### config.mk
export PLATFORM = sky130hd
export DESIGN_NAME = tick_task_scheduler_table
export DESIGN_NICKNAME = d
export VERILOG_FILES = /design/src/rtl/core/ttst_pkg.sv /design/src/rtl/core/ttst_cell.sv /design/src/rtl/core/ttst_ctrl.sv /design/src/rtl/core/tick_task_scheduler_table.sv
export SDC_FILE = /design/constraint.sdc
export NUM_CORES = 1
export LEC_CHECK = 0
export BUFFER_PORTS_ARGS = -buffer_cell sky130_fd_sc_hd__buf_2
export CELL_PAD_IN_SITES_DETAIL_PLACEMENT = 1
export CELL_PAD_IN_SITES_GLOBAL_PLACEMENT = 2
export CORE_UTILIZATION = 39
export DETAILED_ROUTE_END_ITERATION = 12
export PLACE_DENSITY = 0.85
export SETUP_SLACK_MARGIN = 0.05
export SLEW_MARGIN = 15
export SYNTH_ARGS = -nofsm -noshare
export SYNTH_HDL_FRONTEND = slang
export SYNTH_SLANG_ARGS = --single-unit
### constraint.sdc
create_clock -name clock -period 6 [get_ports clock]
set_clock_uncertainty 0.15 [all_clocks]
set_input_delay 0.9 -clock clock [delete_from_list [all_inputs] [get_ports clock]]
set_output_delay 0.9 -clock clock [all_outputs]
set_load 0.005 [all_outputs]
### src/rtl/core/ttst_pkg.sv
package ttst_pkg;

   localparam int MAX_TASKS_DEF = 8;
   localparam int TIME_BITS_DEF = 16;
   localparam int MAX_RESULTS = 8;
   localparam int PEND_W = 8;
   localparam int IN_TIME_W = 16;
   localparam int IDX_W = 3;
   localparam int COUNT_W = 4;
   localparam int STATUS_W = 3;

   typedef enum logic [1:0] {
      REQ_ADD = 2'd0,
      REQ_TICK = 2'd1,
      REQ_DISPATCH = 2'd2,
      REQ_DELETE = 2'd3
   } req_kind_type;

   typedef enum logic [STATUS_W-1:0] {
      RSP_ADDED = 3'd0,
      RSP_FULL = 3'd1,
      RSP_TICK_DONE = 3'd2,
      RSP_RUN = 3'd3,
      RSP_NONE_READY = 3'd4,
      RSP_DELETED = 3'd5,
      RSP_BAD_INDEX = 3'd6
   } status_type;

   typedef struct packed {
      logic load;
      logic tick;
      logic consume;
      logic shift;
      logic clear_ran;
   } cell_cmd_type;

   typedef struct packed {
      logic pend_nz;
      logic ran;
      logic one_shot;
   } cell_state_type;

endpackage

### src/rtl/core/ttst_cell.sv
module ttst_cell #(
   parameter int TIME_BITS = ttst_pkg::TIME_BITS_DEF
) (
   input  logic                        clock,
   input  logic                        reset,
   input  ttst_pkg::cell_cmd_type      cmd,
   input  logic [TIME_BITS-1:0]        ld_delay,
   input  logic [TIME_BITS-1:0]        ld_period,
   input  logic [TIME_BITS-1:0]        nxt_delay,
   input  logic [TIME_BITS-1:0]        nxt_period,
   input  logic [ttst_pkg::PEND_W-1:0] nxt_pending,
   input  logic                        nxt_ran,
   output logic [TIME_BITS-1:0]        cell_delay,
   output logic [TIME_BITS-1:0]        cell_period,
   output logic [ttst_pkg::PEND_W-1:0] cell_pending,
   output logic                        cell_ran,
   output ttst_pkg::cell_state_type    cell_st
);
   import ttst_pkg::*;

   logic [TIME_BITS-1:0] delay_ff, delay_in;
   logic [TIME_BITS-1:0] period_ff, period_in;
   logic [PEND_W-1:0]    pending_ff, pending_in;
   logic                 ran_ff, ran_in;

   always_comb begin
      delay_in = delay_ff;
      period_in = period_ff;
      pending_in = pending_ff;
      if (cmd.load) begin
         delay_in = ld_delay;
         period_in = ld_period;
         pending_in = '0;
      end else if (cmd.tick) begin
         if (delay_ff != '0) begin
            delay_in = delay_ff - TIME_BITS'(1);
         end else begin
            delay_in = period_ff;
            if (pending_ff != {PEND_W{1'b1}}) begin
               pending_in = pending_ff + PEND_W'(1);
            end
         end
      end else if (cmd.consume) begin
         pending_in = pending_ff - PEND_W'(1);
      end else if (cmd.shift) begin
         // take the entry of the slot above
         delay_in = nxt_delay;
         period_in = nxt_period;
         pending_in = nxt_pending;
      end
   end

   always_comb begin
      ran_in = ran_ff;
      if (cmd.clear_ran) begin
         ran_in = 1'b0;
      end else if (cmd.consume) begin
         ran_in = 1'b1;
      end else if (cmd.shift) begin
         ran_in = nxt_ran;
      end
   end

   always_ff @(posedge clock) begin
      delay_ff <= delay_in;
      period_ff <= period_in;
      pending_ff <= pending_in;
   end

   always_ff @(posedge clock) begin
      if (reset) begin
         ran_ff <= 1'b0;
      end else begin
         ran_ff <= ran_in;
      end
   end

   assign cell_delay = delay_ff;
   assign cell_period = period_ff;
   assign cell_pending = pending_ff;
   assign cell_ran = ran_ff;
   assign cell_st.pend_nz = (pending_ff != '0);
   assign cell_st.ran = ran_ff;
   assign cell_st.one_shot = (period_ff == '0);

endmodule

### src/rtl/core/ttst_ctrl.sv
module ttst_ctrl #(
   parameter int MAX_TASKS = ttst_pkg::MAX_TASKS_DEF
) (
   input  logic                          clock,
   input  logic                          reset,
   input  logic                          req_valid,
   output logic                          req_stall,
   input  logic [1:0]                    req_type,
   input  logic [ttst_pkg::IDX_W-1:0]    req_task_index,
   output logic                          rsp_valid,
   input  logic                          rsp_stall,
   output logic [ttst_pkg::STATUS_W-1:0] rsp_status,
   output logic [ttst_pkg::IDX_W-1:0]    rsp_task_id,
   output logic [ttst_pkg::COUNT_W-1:0]  rsp_task_count,
   output logic                          rsp_last,
   input  ttst_pkg::cell_state_type      cell_st [MAX_TASKS],
   output ttst_pkg::cell_cmd_type        cell_cmd [MAX_TASKS]
);
   import ttst_pkg::*;

   localparam int SLOT_W = (MAX_TASKS > 1) ? $clog2(MAX_TASKS) : 1;
   localparam int CNT_W = $clog2(MAX_TASKS + 1);
   localparam int RES_W = $clog2(MAX_RESULTS + 1);
   localparam int CMP_W = (CNT_W > IDX_W) ? CNT_W : IDX_W;

   typedef enum logic [1:0] {
      ST_IDLE,
      ST_SCAN,
      ST_EMIT,
      ST_COMPACT
   } state_type;

   state_type            state_ff;
   logic [SLOT_W-1:0]    ptr_ff;
   logic [CNT_W-1:0]     total_ff;
   logic [CNT_W-1:0]     kill_ff;
   logic [RES_W-1:0]     n_ff;
   logic [RES_W-1:0]     k_ff;
   logic                 rsp_valid_ff;
   status_type           rsp_status_ff;
   logic [IDX_W-1:0]     rsp_task_id_ff;
   logic [COUNT_W-1:0]   rsp_task_count_ff;
   logic                 rsp_last_ff;

   req_kind_type         req_kind;
   cell_state_type       sel;
   logic                 out_free;
   logic                 acc;
   logic                 ptr_at_top;
   logic [CMP_W-1:0]     idx_ext;
   logic                 idx_ok;
   logic                 not_full;
   logic                 scan_take;
   logic                 emit_last;
   logic                 drop;
   logic [MAX_TASKS-1:0] load_vec;
   logic [MAX_TASKS-1:0] consume_vec;

   assign out_free = !rsp_valid_ff || !rsp_stall;
   assign req_stall = !((state_ff == ST_IDLE) && out_free);
   assign acc = req_valid && !req_stall;
   assign req_kind = req_kind_type'(req_type);
   assign sel = cell_st[ptr_ff];
   assign ptr_at_top = ((CNT_W'(ptr_ff) + CNT_W'(1)) == total_ff);
   assign idx_ext = CMP_W'(req_task_index);
   assign idx_ok = (idx_ext < CMP_W'(total_ff));
   assign not_full = (total_ff < CNT_W'(MAX_TASKS));
   // a pass reports at most MAX_RESULTS tasks, the rest keep their runs
   assign scan_take = (state_ff == ST_SCAN) && sel.pend_nz && (n_ff < RES_W'(MAX_RESULTS));
   assign emit_last = ((k_ff + RES_W'(1)) == n_ff);
   assign drop = (state_ff == ST_COMPACT) && sel.ran && sel.one_shot;

   always_comb begin
      for (int i = 0; i < MAX_TASKS; i++) begin
         cell_cmd[i].load = acc && (req_kind == REQ_ADD) && not_full &&
                            (CNT_W'(i) == total_ff);
         cell_cmd[i].tick = acc && (req_kind == REQ_TICK);
         cell_cmd[i].clear_ran = acc && (req_kind == REQ_DISPATCH);
         cell_cmd[i].consume = scan_take && (SLOT_W'(i) == ptr_ff);
         // every slot at or above the removed one takes its upper neighbor
         cell_cmd[i].shift = (acc && (req_kind == REQ_DELETE) && idx_ok &&
                              (CMP_W'(i) >= idx_ext)) ||
                             (drop && (SLOT_W'(i) >= ptr_ff));
         load_vec[i] = cell_cmd[i].load;
         consume_vec[i] = cell_cmd[i].consume;
      end
   end

   always_ff @(posedge clock) begin
      if (reset) begin
         state_ff <= ST_IDLE;
         ptr_ff <= '0;
         total_ff <= '0;
         kill_ff <= '0;
         n_ff <= '0;
         k_ff <= '0;
         rsp_valid_ff <= 1'b0;
      end else begin
         if (rsp_valid_ff && !rsp_stall) begin
            rsp_valid_ff <= 1'b0;
         end
         case (state_ff)
            ST_IDLE: begin
               if (acc) begin
                  case (req_kind)
                     REQ_ADD: begin
                        rsp_valid_ff <= 1'b1;
                        rsp_last_ff <= 1'b1;
                        if (not_full) begin
                           total_ff <= total_ff + CNT_W'(1);
                           rsp_status_ff <= RSP_ADDED;
                           rsp_task_id_ff <= IDX_W'(total_ff);
                           rsp_task_count_ff <= COUNT_W'(total_ff + CNT_W'(1));
                        end else begin
                           rsp_status_ff <= RSP_FULL;
                           rsp_task_id_ff <= '0;
                           rsp_task_count_ff <= COUNT_W'(total_ff);
                        end
                     end
                     REQ_TICK: begin
                        rsp_valid_ff <= 1'b1;
                        rsp_last_ff <= 1'b1;
                        rsp_status_ff <= RSP_TICK_DONE;
                        rsp_task_id_ff <= '0;
                        rsp_task_count_ff <= COUNT_W'(total_ff);
                     end
                     REQ_DISPATCH: begin
                        if (total_ff == '0) begin
                           rsp_valid_ff <= 1'b1;
                           rsp_last_ff <= 1'b1;
                           rsp_status_ff <= RSP_NONE_READY;
                           rsp_task_id_ff <= '0;
                           rsp_task_count_ff <= '0;
                        end else begin
                           state_ff <= ST_SCAN;
                           ptr_ff <= '0;
                           n_ff <= '0;
                           k_ff <= '0;
                           kill_ff <= '0;
                        end
                     end
                     REQ_DELETE: begin
                        rsp_valid_ff <= 1'b1;
                        rsp_last_ff <= 1'b1;
                        rsp_task_id_ff <= req_task_index;
                        if (idx_ok) begin
                           total_ff <= total_ff - CNT_W'(1);
                           rsp_status_ff <= RSP_DELETED;
                           rsp_task_count_ff <= COUNT_W'(total_ff - CNT_W'(1));
                        end else begin
                           rsp_status_ff <= RSP_BAD_INDEX;
                           rsp_task_count_ff <= COUNT_W'(total_ff);
                        end
                     end
                     default: begin
                        state_ff <= ST_IDLE;
                     end
                  endcase
               end
            end
            ST_SCAN: begin
               // mark and consume first, so the count after compaction is known
               if (scan_take) begin
                  n_ff <= n_ff + RES_W'(1);
                  if (sel.one_shot) begin
                     kill_ff <= kill_ff + CNT_W'(1);
                  end
               end
               if (ptr_at_top) begin
                  state_ff <= ST_EMIT;
                  ptr_ff <= '0;
               end else begin
                  ptr_ff <= ptr_ff + SLOT_W'(1);
               end
            end
            ST_EMIT: begin
               if (n_ff == '0) begin
                  if (out_free) begin
                     rsp_valid_ff <= 1'b1;
                     rsp_last_ff <= 1'b1;
                     rsp_status_ff <= RSP_NONE_READY;
                     rsp_task_id_ff <= '0;
                     rsp_task_count_ff <= COUNT_W'(total_ff);
                     state_ff <= ST_IDLE;
                  end
               end else if (sel.ran) begin
                  if (out_free) begin
                     rsp_valid_ff <= 1'b1;
                     rsp_last_ff <= emit_last;
                     rsp_status_ff <= RSP_RUN;
                     rsp_task_id_ff <= IDX_W'(ptr_ff);
                     rsp_task_count_ff <= COUNT_W'(total_ff - kill_ff);
                     k_ff <= k_ff + RES_W'(1);
                     if (emit_last) begin
                        state_ff <= ST_COMPACT;
                        ptr_ff <= SLOT_W'(total_ff - CNT_W'(1));
                     end else begin
                        ptr_ff <= ptr_ff + SLOT_W'(1);
                     end
                  end
               end else begin
                  ptr_ff <= ptr_ff + SLOT_W'(1);
               end
            end
            ST_COMPACT: begin
               // top down, so slots still to visit keep their place
               if (drop) begin
                  total_ff <= total_ff - CNT_W'(1);
               end
               if (ptr_ff == '0) begin
                  state_ff <= ST_IDLE;
               end else begin
                  ptr_ff <= ptr_ff - SLOT_W'(1);
               end
            end
            default: begin
               state_ff <= ST_IDLE;
            end
         endcase
      end
   end

   assign rsp_valid = rsp_valid_ff;
   assign rsp_status = rsp_status_ff;
   assign rsp_task_id = rsp_task_id_ff;
   assign rsp_task_count = rsp_task_count_ff;
   assign rsp_last = rsp_last_ff;

   a_total_range: assert property (@(posedge clock) disable iff (reset)
      total_ff <= CNT_W'(MAX_TASKS))
      else $error("task count beyond table size");

   a_single_load: assert property (@(posedge clock) disable iff (reset)
      $onehot0(load_vec))
      else $error("more than one slot loaded");

   a_single_consume: assert property (@(posedge clock) disable iff (reset)
      $onehot0(consume_vec))
      else $error("more than one slot consumed");

   a_emit_bound: assert property (@(posedge clock) disable iff (reset)
      (state_ff == ST_EMIT) |-> ((n_ff == '0) || (k_ff < n_ff)))
      else $error("more runs reported than marked");

   a_dispatch_start: assert property (@(posedge clock) disable iff (reset)
      (acc && (req_kind == REQ_DISPATCH) && (total_ff != '0)) |=> (state_ff == ST_SCAN))
      else $error("dispatch pass did not start");

endmodule

### src/rtl/core/tick_task_scheduler_table.sv
// add, tick and delete: one transfer per cycle unless the output stalls; result registered
// dispatch pass: a scan marks and consumes runs, a report walk emits the ran tasks
// (held by output stalls), a compaction removes ran one-shot tasks; one request at a time
// the task table is a chain of per-slot cells; removal shifts the upper cells down one slot
// synchronous reset empties the table and clears the sequencer and output valid;
// task times and run counts are not cleared and hold garbage until written by an add
module tick_task_scheduler_table #(
   parameter int MAX_TASKS = ttst_pkg::MAX_TASKS_DEF,
   parameter int TIME_BITS = ttst_pkg::TIME_BITS_DEF
) (
   input  logic                           clock,
   input  logic                           reset,
   input  logic                           req_valid,
   output logic                           req_stall,
   input  logic [1:0]                     req_type,
   input  logic [ttst_pkg::IN_TIME_W-1:0] req_delay,
   input  logic [ttst_pkg::IN_TIME_W-1:0] req_period,
   input  logic [ttst_pkg::IDX_W-1:0]     req_task_index,
   output logic                           rsp_valid,
   input  logic                           rsp_stall,
   output logic [ttst_pkg::STATUS_W-1:0]  rsp_status,
   output logic [ttst_pkg::IDX_W-1:0]     rsp_task_id,
   output logic [ttst_pkg::COUNT_W-1:0]   rsp_task_count,
   output logic                           rsp_last
);
   import ttst_pkg::*;

   cell_state_type       cell_st [MAX_TASKS];
   cell_cmd_type         cell_cmd [MAX_TASKS];
   logic [TIME_BITS-1:0] c_delay [MAX_TASKS];
   logic [TIME_BITS-1:0] c_period [MAX_TASKS];
   logic [PEND_W-1:0]    c_pending [MAX_TASKS];
   logic                 c_ran [MAX_TASKS];
   logic [TIME_BITS-1:0] ld_delay;
   logic [TIME_BITS-1:0] ld_period;

   assign ld_delay = TIME_BITS'(req_delay);
   assign ld_period = TIME_BITS'(req_period);

   ttst_ctrl #(
      .MAX_TASKS(MAX_TASKS)
   ) u_ctrl (
      .clock(clock),
      .reset(reset),
      .req_valid(req_valid),
      .req_stall(req_stall),
      .req_type(req_type),
      .req_task_index(req_task_index),
      .rsp_valid(rsp_valid),
      .rsp_stall(rsp_stall),
      .rsp_status(rsp_status),
      .rsp_task_id(rsp_task_id),
      .rsp_task_count(rsp_task_count),
      .rsp_last(rsp_last),
      .cell_st(cell_st),
      .cell_cmd(cell_cmd)
   );

   for (genvar i = 0; i < MAX_TASKS; i++) begin : g_cell
      logic [TIME_BITS-1:0] up_delay;
      logic [TIME_BITS-1:0] up_period;
      logic [PEND_W-1:0]    up_pending;
      logic                 up_ran;

      // top cell has no neighbor above and keeps its own entry
      if (i == MAX_TASKS - 1) begin : g_top
         assign up_delay = c_delay[i];
         assign up_period = c_period[i];
         assign up_pending = c_pending[i];
         assign up_ran = c_ran[i];
      end else begin : g_mid
         assign up_delay = c_delay[i+1];
         assign up_period = c_period[i+1];
         assign up_pending = c_pending[i+1];
         assign up_ran = c_ran[i+1];
      end

      ttst_cell #(
         .TIME_BITS(TIME_BITS)
      ) u_cell (
         .clock(clock),
         .reset(reset),
         .cmd(cell_cmd[i]),
         .ld_delay(ld_delay),
         .ld_period(ld_period),
         .nxt_delay(up_delay),
         .nxt_period(up_period),
         .nxt_pending(up_pending),
         .nxt_ran(up_ran),
         .cell_delay(c_delay[i]),
         .cell_period(c_period[i]),
         .cell_pending(c_pending[i]),
         .cell_ran(c_ran[i]),
         .cell_st(cell_st[i])
      );
   end

endmodule

==> run metrics, run 1 <==
run status=finished clean; TritonCTS Sinks=361; leading cell types by total area after synthesis=sky130_fd_sc_hd__edfxtp_1, sky130_fd_sc_hd__nand2_1, sky130_fd_sc_hd__dfxtp_1; required time of the critical path=6.07 ns; Post-CTS Setup Inserts=0; number of endpoints with negative hold slack in the final report=0; RSZ-0062 raised after global routing=false; number of design rule violations left after detail routing=0; count of different cell masters after synthesis=91; Synth Net Count=3026; worst-path fanout max=16; switching power=2.33 mW; core footprint=60400 um^2; register bit total from synthesis=361; vias post-DR=22100; minimum clock period=4.71 ns; Layout area overhead=9.53%; delay of the slowest cell on the worst path=1.07 ns; clock tree from TritonCTS=built; CTS clock-pin slew for the worst setup and hold paths=0.06 ns; maximum clock frequency=212 MHz; die area=62000 um^2; clk_lat worst skew=0.60 ns; Worst Path Class, Setup=flop to flop; H-tree levels=2; Layout Cells excl Fill=3663; maximum number of pins on one net before global-route repair=93; Sw Ratio=0.311; setup TNS=0 ns; sequential power share=0.447; sum of net half-perimeters after detailed placement=63100 um; cell type with the highest aggregate area in the netlist=sky130_fd_sc_hd__edfxtp_1; detailed-route wire length per cell=23.5 um; Hold Crit Class=flop to flop; Final ANT Viol Nets=0; first-pass GRT wire length=135000 um; most instantiated flip-flop cell in the synthesis netlist=sky130_fd_sc_hd__edfxtp_1; max-slew violation total from the final report=0; leakage=9.26 nW; Port Buf Inserts=53; vias in the first global route=22500; CTS Root Buffer Type=sky130_fd_sc_hd__clkbuf_16; ratio of final minimum period to clock period=0.785; fraction of power consumed by the clock network=0.391; nets@finish=2952; share of cells above drive strength 1=0.0681; crit-path cells=nor4_1 > nand4_1 > a22oi_1 > nand4_1 > nor4_1 > a21oi_2 > nand3_1; CP Capture Type=flop; die outline height=249 um; Pwr per Cell Area=287 nW/um^2; number of max-cap violations=0; part of the power in combinational logic=0.162; Worst Setup Slack, final=1.29 ns; initial antenna violation count=0; row cnt=90; overall fraction of global-route tracks in use=0.275; Initial Util=0.394; remaining global-route overflow=0; Internal Dissipation=5.15 mW; Seq/Total Area, Yosys=0.416; die width=249 um; type of element launching the critical path=flop; Placement Setup Slack=1.39 ns; max_slew headroom=0.221; area of combinational cells with multiple inputs=12800 um^2; asr flop ratio synth=0; placer's final routability congestion estimate=0.922; Initial DRC Count=1560; # placed instances=3582; first-pass iteration count of the detailed router=5; slew of the pin with the lowest slew margin=1.16 ns; mean cell area of the mapped netlist=8.15 um^2; # setup viols final=0; total CTS buffers=44; maximum buffer depth of the clock tree=3; Resized Gates After CTS=0; area share of the largest cell type after synthesis=0.337; aggregate routed wire length=86100 um; Max stage delay cell, worst path=sky130_fd_sc_hd__nor4_1; CP arrival=4.78 ns; register cell area after layout=9900 um^2; synthesized area=23800 um^2; fill cell count=7191; maximum resistive drop on vdd=253 uV; ports placed on the boundary=54; synth warn=0; Post-synth EDFFs=267; post-synthesis instance total=2920; hold-fix buffer count after cts=0; detail-routed via count per cell=6.02
## per-stage QoR
stage	hold slack [ns]	power (mW)	area, um^2	util
finish	0.352	7.48	26100	0.432
global route	0.377	7.79	26100	0.432
CTS	0.354	7.50	26100	0.432
detailed placement	0.340	4.57	24500	0.406
global placement	0.313	4.50	24500	0.406
floorplan	0.299	4.14	23800	-
## metal layers
| layer | GRT usage | up-vias | share of wire |
|---|---|---|---|
| li1 | - | 10400 | - |
| met1 | 0.373 | 11000 | 0.46 |
| met2 | 0.459 | 505 | 0.48 |
| met3 | 0.0246 | 129 | 0.037 |
| met4 | 0.0926 | 0 | 0.031 |
| met5 | 0 | - | 0 |
## cells in the final DEF (no fill, tap or decap), drive strengths merged, types with 18 or more instances in the layout
master,instances
a211oi,115
a21oi,237
a22oi,18
a31oi,34
and3,28
buf,98
clkbuf,52
dfxtp,94
edfxtp,267
ha,63
inv,62
nand2,593
nand3,67
nand4,26
nor2,299
nor3,93
nor4,58
o211ai,21
o21ai,191
o22ai,21
o31ai,20
or3,26
xnor2,85
xor2,46
## final timing paths
path | from | end | slack [ns] | depth (start not counted)
worst max-delay path | g_cell[7].u_cell.cell_period[11] | g_cell[0].u_cell.cell_delay[4] | 1.29 | 7
worst min-delay path | u_ctrl.k_ff[1] | u_ctrl.k_ff[1] | 0.35 | 2
worst max register to register | g_cell[7].u_cell.cell_period[11] | g_cell[0].u_cell.cell_delay[4] | 1.29 | 7
worst min register to register | u_ctrl.k_ff[1] | u_ctrl.k_ff[1] | 0.35 | 2
## sequential cells by signal, summed over array words and instances, names as in the netlist
signal and cells:
u_ctrl.n_ff 4, u_ctrl.rsp_status 3, u_ctrl.rsp_task_id 3, g_cell.u_cell.cell_period 128
u_ctrl.total_ff 4, g_cell.u_cell.cell_pending 64, u_ctrl.kill_ff 4, u_ctrl.ptr_ff 3
u_ctrl.k_ff 4, u_ctrl.rsp_valid 1, g_cell.u_cell.cell_delay 128, u_ctrl.rsp_task_count 4
u_ctrl.state_ff 2, u_ctrl.rsp_last 1, g_cell.u_cell.cell_ran 8
## power groups by stage
stage               registers [mW]  clock network [mW]  logic, mW
global route                  3.39                3.06       1.35
global placement              3.36                   0       1.14
CTS                           3.33                2.96       1.20
detailed placement            3.38                   0       1.19
finish                        3.34                2.93       1.21
floorplan                     3.10                   0       1.04
## area by class of cell
type,instances,share of cell area
Timing Repair Buffer,98,0.0231
Sequential cell,361,0.380
Clock inverter,28,0.0149
Antenna cell,1,0.0000960
Inverter,61,0.00907
Multi-Input combinational cell,2280,0.491
Clock buffer,52,0.0442
Tap cell,782,0.0375
## worst max-delay path: cells and delay by family, from the launching register on
family	cells	cell delay (ns)
flops	1	0.41
compound gates	2	0.62
simple gates	5	3.14
## cells in the mapped netlist (58+ instances only)
library cell               number
sky130_fd_sc_hd__nand2_1      592
sky130_fd_sc_hd__edfxtp_1     267
sky130_fd_sc_hd__inv_1         59
sky130_fd_sc_hd__nor4_1        58
sky130_fd_sc_hd__a21oi_1      236
sky130_fd_sc_hd__nand3_1       67
sky130_fd_sc_hd__nor3_1        92
sky130_fd_sc_hd__a211oi_1     115
sky130_fd_sc_hd__dfxtp_1       94
sky130_fd_sc_hd__nor2_1       299
sky130_fd_sc_hd__clkbuf_1     179
sky130_fd_sc_hd__o21ai_0      186
sky130_fd_sc_hd__ha_1          63
sky130_fd_sc_hd__xnor2_1       85
## logic make-up after synthesis
kind of cell | synth area share
buffers and inverters | 0.0466
adder cells (fa/ha/maj) | 0.0348
multiplexers | 0.00815
flip-flops | 0.416
XOR/XNOR | 0.0492
AND/OR/NAND/NOR | 0.241
AO/OA/AOI/OAI | 0.204
(Power assumes the default switching activity.)
==> run 2, diff against run 1 <==
- ABC_AREA: default -> 1
- CORE_UTILIZATION: 39 -> 38
- clock period: 6 -> 4.7 ns (I/O delays scaled with it)
==> run 2 against run 1 <==
Global-route usage up 0.36 points; flip-flop and latch count stayed put; setup slack worse by 0.47 ns; utilization is 0.34 points lower; combinational power increased to 2.8 times the previous value; critical path type unchanged.
==> run metrics, run 2 <==
run status=finished clean; CP Capture Type=flop; Resized Gates After CTS=0; area of combinational cells with multiple inputs=12900 um^2; Layout area overhead=10.6%; maximum clock frequency=258 MHz; area share of the largest cell type after synthesis=0.326; ports placed on the boundary=54; Layout Cells excl Fill=4245; ratio of final minimum period to clock period=0.826; synth warn=0; most instantiated flip-flop cell in the synthesis netlist=sky130_fd_sc_hd__edfxtp_1; hold-fix buffer count after cts=0; H-tree levels=2; Worst Path Class, Setup=flop to flop; Initial DRC Count=1696; Initial Util=0.387; detailed-route wire length per cell=22.0 um; most frequent cells in the layout=sky130_fd_sc_hd__nand2_1, sky130_fd_sc_hd__nor2_1, sky130_fd_sc_hd__inv_1, sky130_fd_sc_hd__o21ai_0, sky130_fd_sc_hd__edfxtp_1; total CTS buffers=45; vias in the first global route=24500; detail-routed via count per cell=5.65; RSZ-0062 raised after global routing=false; first-pass iteration count of the detailed router=5; commonest non-fill, non-tap cell in the layout=sky130_fd_sc_hd__nand2_1; mean cell area of the mapped netlist=7.37 um^2; fraction of power consumed by the clock network=0.315; clock tree from TritonCTS=built; minimum clock period=3.88 ns; sequential power share=0.391; sum of net half-perimeters after detailed placement=72300 um; maximum number of pins on one net before global-route repair=55; Synth Net Count=3446; part of the power in combinational logic=0.294; switching power=4.35 mW; CP arrival=3.97 ns; required time of the critical path=4.79 ns; register bit total from synthesis=361; # setup viols final=0; max-slew violation total from the final report=0; Seq/Total Area, Yosys=0.402; Sw Ratio=0.375; maximum resistive drop on vdd=256 uV; worst-path fanout max=16; placer's final routability congestion estimate=0.937; fill cell count=8052; remaining global-route overflow=0; overall fraction of global-route tracks in use=0.278; asr flop ratio synth=0; row cnt=92; first-pass GRT wire length=144000 um; aggregate routed wire length=93200 um; Max stage delay cell, worst path=sky130_fd_sc_hd__nand2_1; number of endpoints with negative hold slack in the final report=0; clk_lat worst skew=0.61 ns; CTS Root Buffer Type=sky130_fd_sc_hd__clkbuf_16; initial antenna violation count=1; Final ANT Viol Nets=0; nets@finish=3469; CTS clock-pin slew for the worst setup and hold paths=0.06 ns; delay of the slowest cell on the worst path=0.54 ns; Internal Dissipation=7.24 mW; crit-path cells=inv_1 > ha_1 > o21ai_0 > nand2_1 > nand3_1 > nand2_1 > nor2_1 > nand2_1 > nor2_1 > o21ai_0 > nand2_1 > inv_1 > nand2_1; leading cell types by total area after synthesis=sky130_fd_sc_hd__edfxtp_1, sky130_fd_sc_hd__nand2_1, sky130_fd_sc_hd__dfxtp_1; die outline height=256 um; number of design rule violations left after detail routing=0; leading cell type by number of instances after synthesis=sky130_fd_sc_hd__nand2_1; setup TNS=0 ns; number of max-cap violations=0; core footprint=63500 um^2; synthesized area=24600 um^2; die area=65800 um^2; register cell area after layout=9900 um^2; Critical path buffers and inverters=2; max_slew headroom=0.269; type of element launching the critical path=flop; # placed instances=4162; vias post-DR=24000; family with the most delay on the worst path=simple AND/OR/NAND/NOR gates; leakage=11.7 nW; slew of the pin with the lowest slew margin=1.09 ns; post-synthesis instance total=3340; most common cell type on the critical path=sky130_fd_sc_hd__nand2_1; TritonCTS Sinks=361; Port Buf Inserts=53; die width=256 um; Post-synth EDFFs=267; synth cell count leaders=sky130_fd_sc_hd__nand2_1, sky130_fd_sc_hd__nor2_1, sky130_fd_sc_hd__inv_1, sky130_fd_sc_hd__o21ai_0, sky130_fd_sc_hd__edfxtp_1; Post-CTS Setup Inserts=0; count of different cell masters after synthesis=58; cell type with the highest aggregate area in the netlist=sky130_fd_sc_hd__edfxtp_1; maximum buffer depth of the clock tree=3; Hold Crit Class=input port to flop; count of inserted antenna diode cells=0; share of cells above drive strength 1=0.0712; Pwr per Cell Area=426 nW/um^2
run 2: cell types whose count changed in the layout (fill, tap and decap cells not counted), moves of 38 or more:
| cell | previous run | this run |
|---|---|---|
| sky130_fd_sc_hd__a211oi_1 | 115 | 6 |
| sky130_fd_sc_hd__a21oi_1 | 236 | 110 |
| sky130_fd_sc_hd__inv_1 | 59 | 334 |
| sky130_fd_sc_hd__nand2_1 | 592 | 797 |
| sky130_fd_sc_hd__nand3_1 | 67 | 213 |
| sky130_fd_sc_hd__nor2_1 | 299 | 488 |
| sky130_fd_sc_hd__nor4_1 | 58 | 20 |
| sky130_fd_sc_hd__o211ai_1 | 21 | 59 |
| sky130_fd_sc_hd__o21ai_0 | 183 | 315 |
| sky130_fd_sc_hd__o221ai_1 | 4 | 95 |
| sky130_fd_sc_hd__xnor2_1 | 85 | 20 |
run 2: cell type report:
type	count	area share
flip-flops and latches	361	0.364
clock buffers	58	0.0439
clock inverters	25	0.0125
well taps	846	0.0389
multi-input cells	2514	0.473
inverters	361	0.0498
repair buffers	80	0.0181
run 2: cells by family (layout without fill, tap and decap cells):
group                      Yosys count  in the layout  share of synthesized area
xor gates and xnor gates            94             94                     0.0335
and+or+nand+nor                   1692           1692                      0.293
buffers and inverters              465            524                     0.0742
muxes                               11             11                    0.00503
adders and majority gates           65             65                     0.0337
DFF                                361            361                      0.402
AOI/OAI and AO/OA                  652            652                      0.158
run 2: worst paths after layout:
kind | start | endpoint | slack, ns | cells after the start
worst min register to register | g_cell[7].u_cell.cell_ran | g_cell[6].u_cell.cell_ran | 0.35 | 2
worst min-delay path | req_period[1] | g_cell[7].u_cell.cell_period[1] | 0.14 | 1
worst max register to register | u_ctrl.total_ff[1] | g_cell[2].u_cell.cell_delay[12] | 0.82 | 13
worst max-delay path | u_ctrl.total_ff[1] | g_cell[2].u_cell.cell_delay[12] | 0.82 | 13
run 2: layer usage:
metal / GRT usage / vias to the layer above / wire (um) / part of all wire
met1: 0.362 / 11700 / 41400 / 0.44
met4: 0.0942 / 0 / 3160 / 0.034
met2: 0.475 / 669 / 44300 / 0.48
met3: 0.0364 / 190 / 4340 / 0.047
met5: 0 / - / 0 / 0
li1: - / 11400 / - / -
run 2: per-stage QoR:
step,hold WS [ns],util,instance area (um^2),setup slack (ns),power [mW]
after CTS,0.105,0.428,27200,0.891,11.6
after detailed placement,0.344,0.404,25700,0.887,7.93
after floorplan,0.300,-,24600,0.972,6.85
final,0.142,0.428,27200,0.817,11.6
after global placement,0.322,0.404,25700,0.931,7.81
after global routing,0.118,0.428,27200,0.629,12.3
run 2: power by group through the flow:
stage / clock network [mW] / registers, mW / logic [mW]
floorplan: 0 / 4.34 / 2.51
global placement: 0 / 4.56 / 3.25
detailed placement: 0 / 4.58 / 3.35
CTS: 3.71 / 4.52 / 3.39
global route: 3.81 / 4.60 / 3.85
finish: 3.65 / 4.53 / 3.41
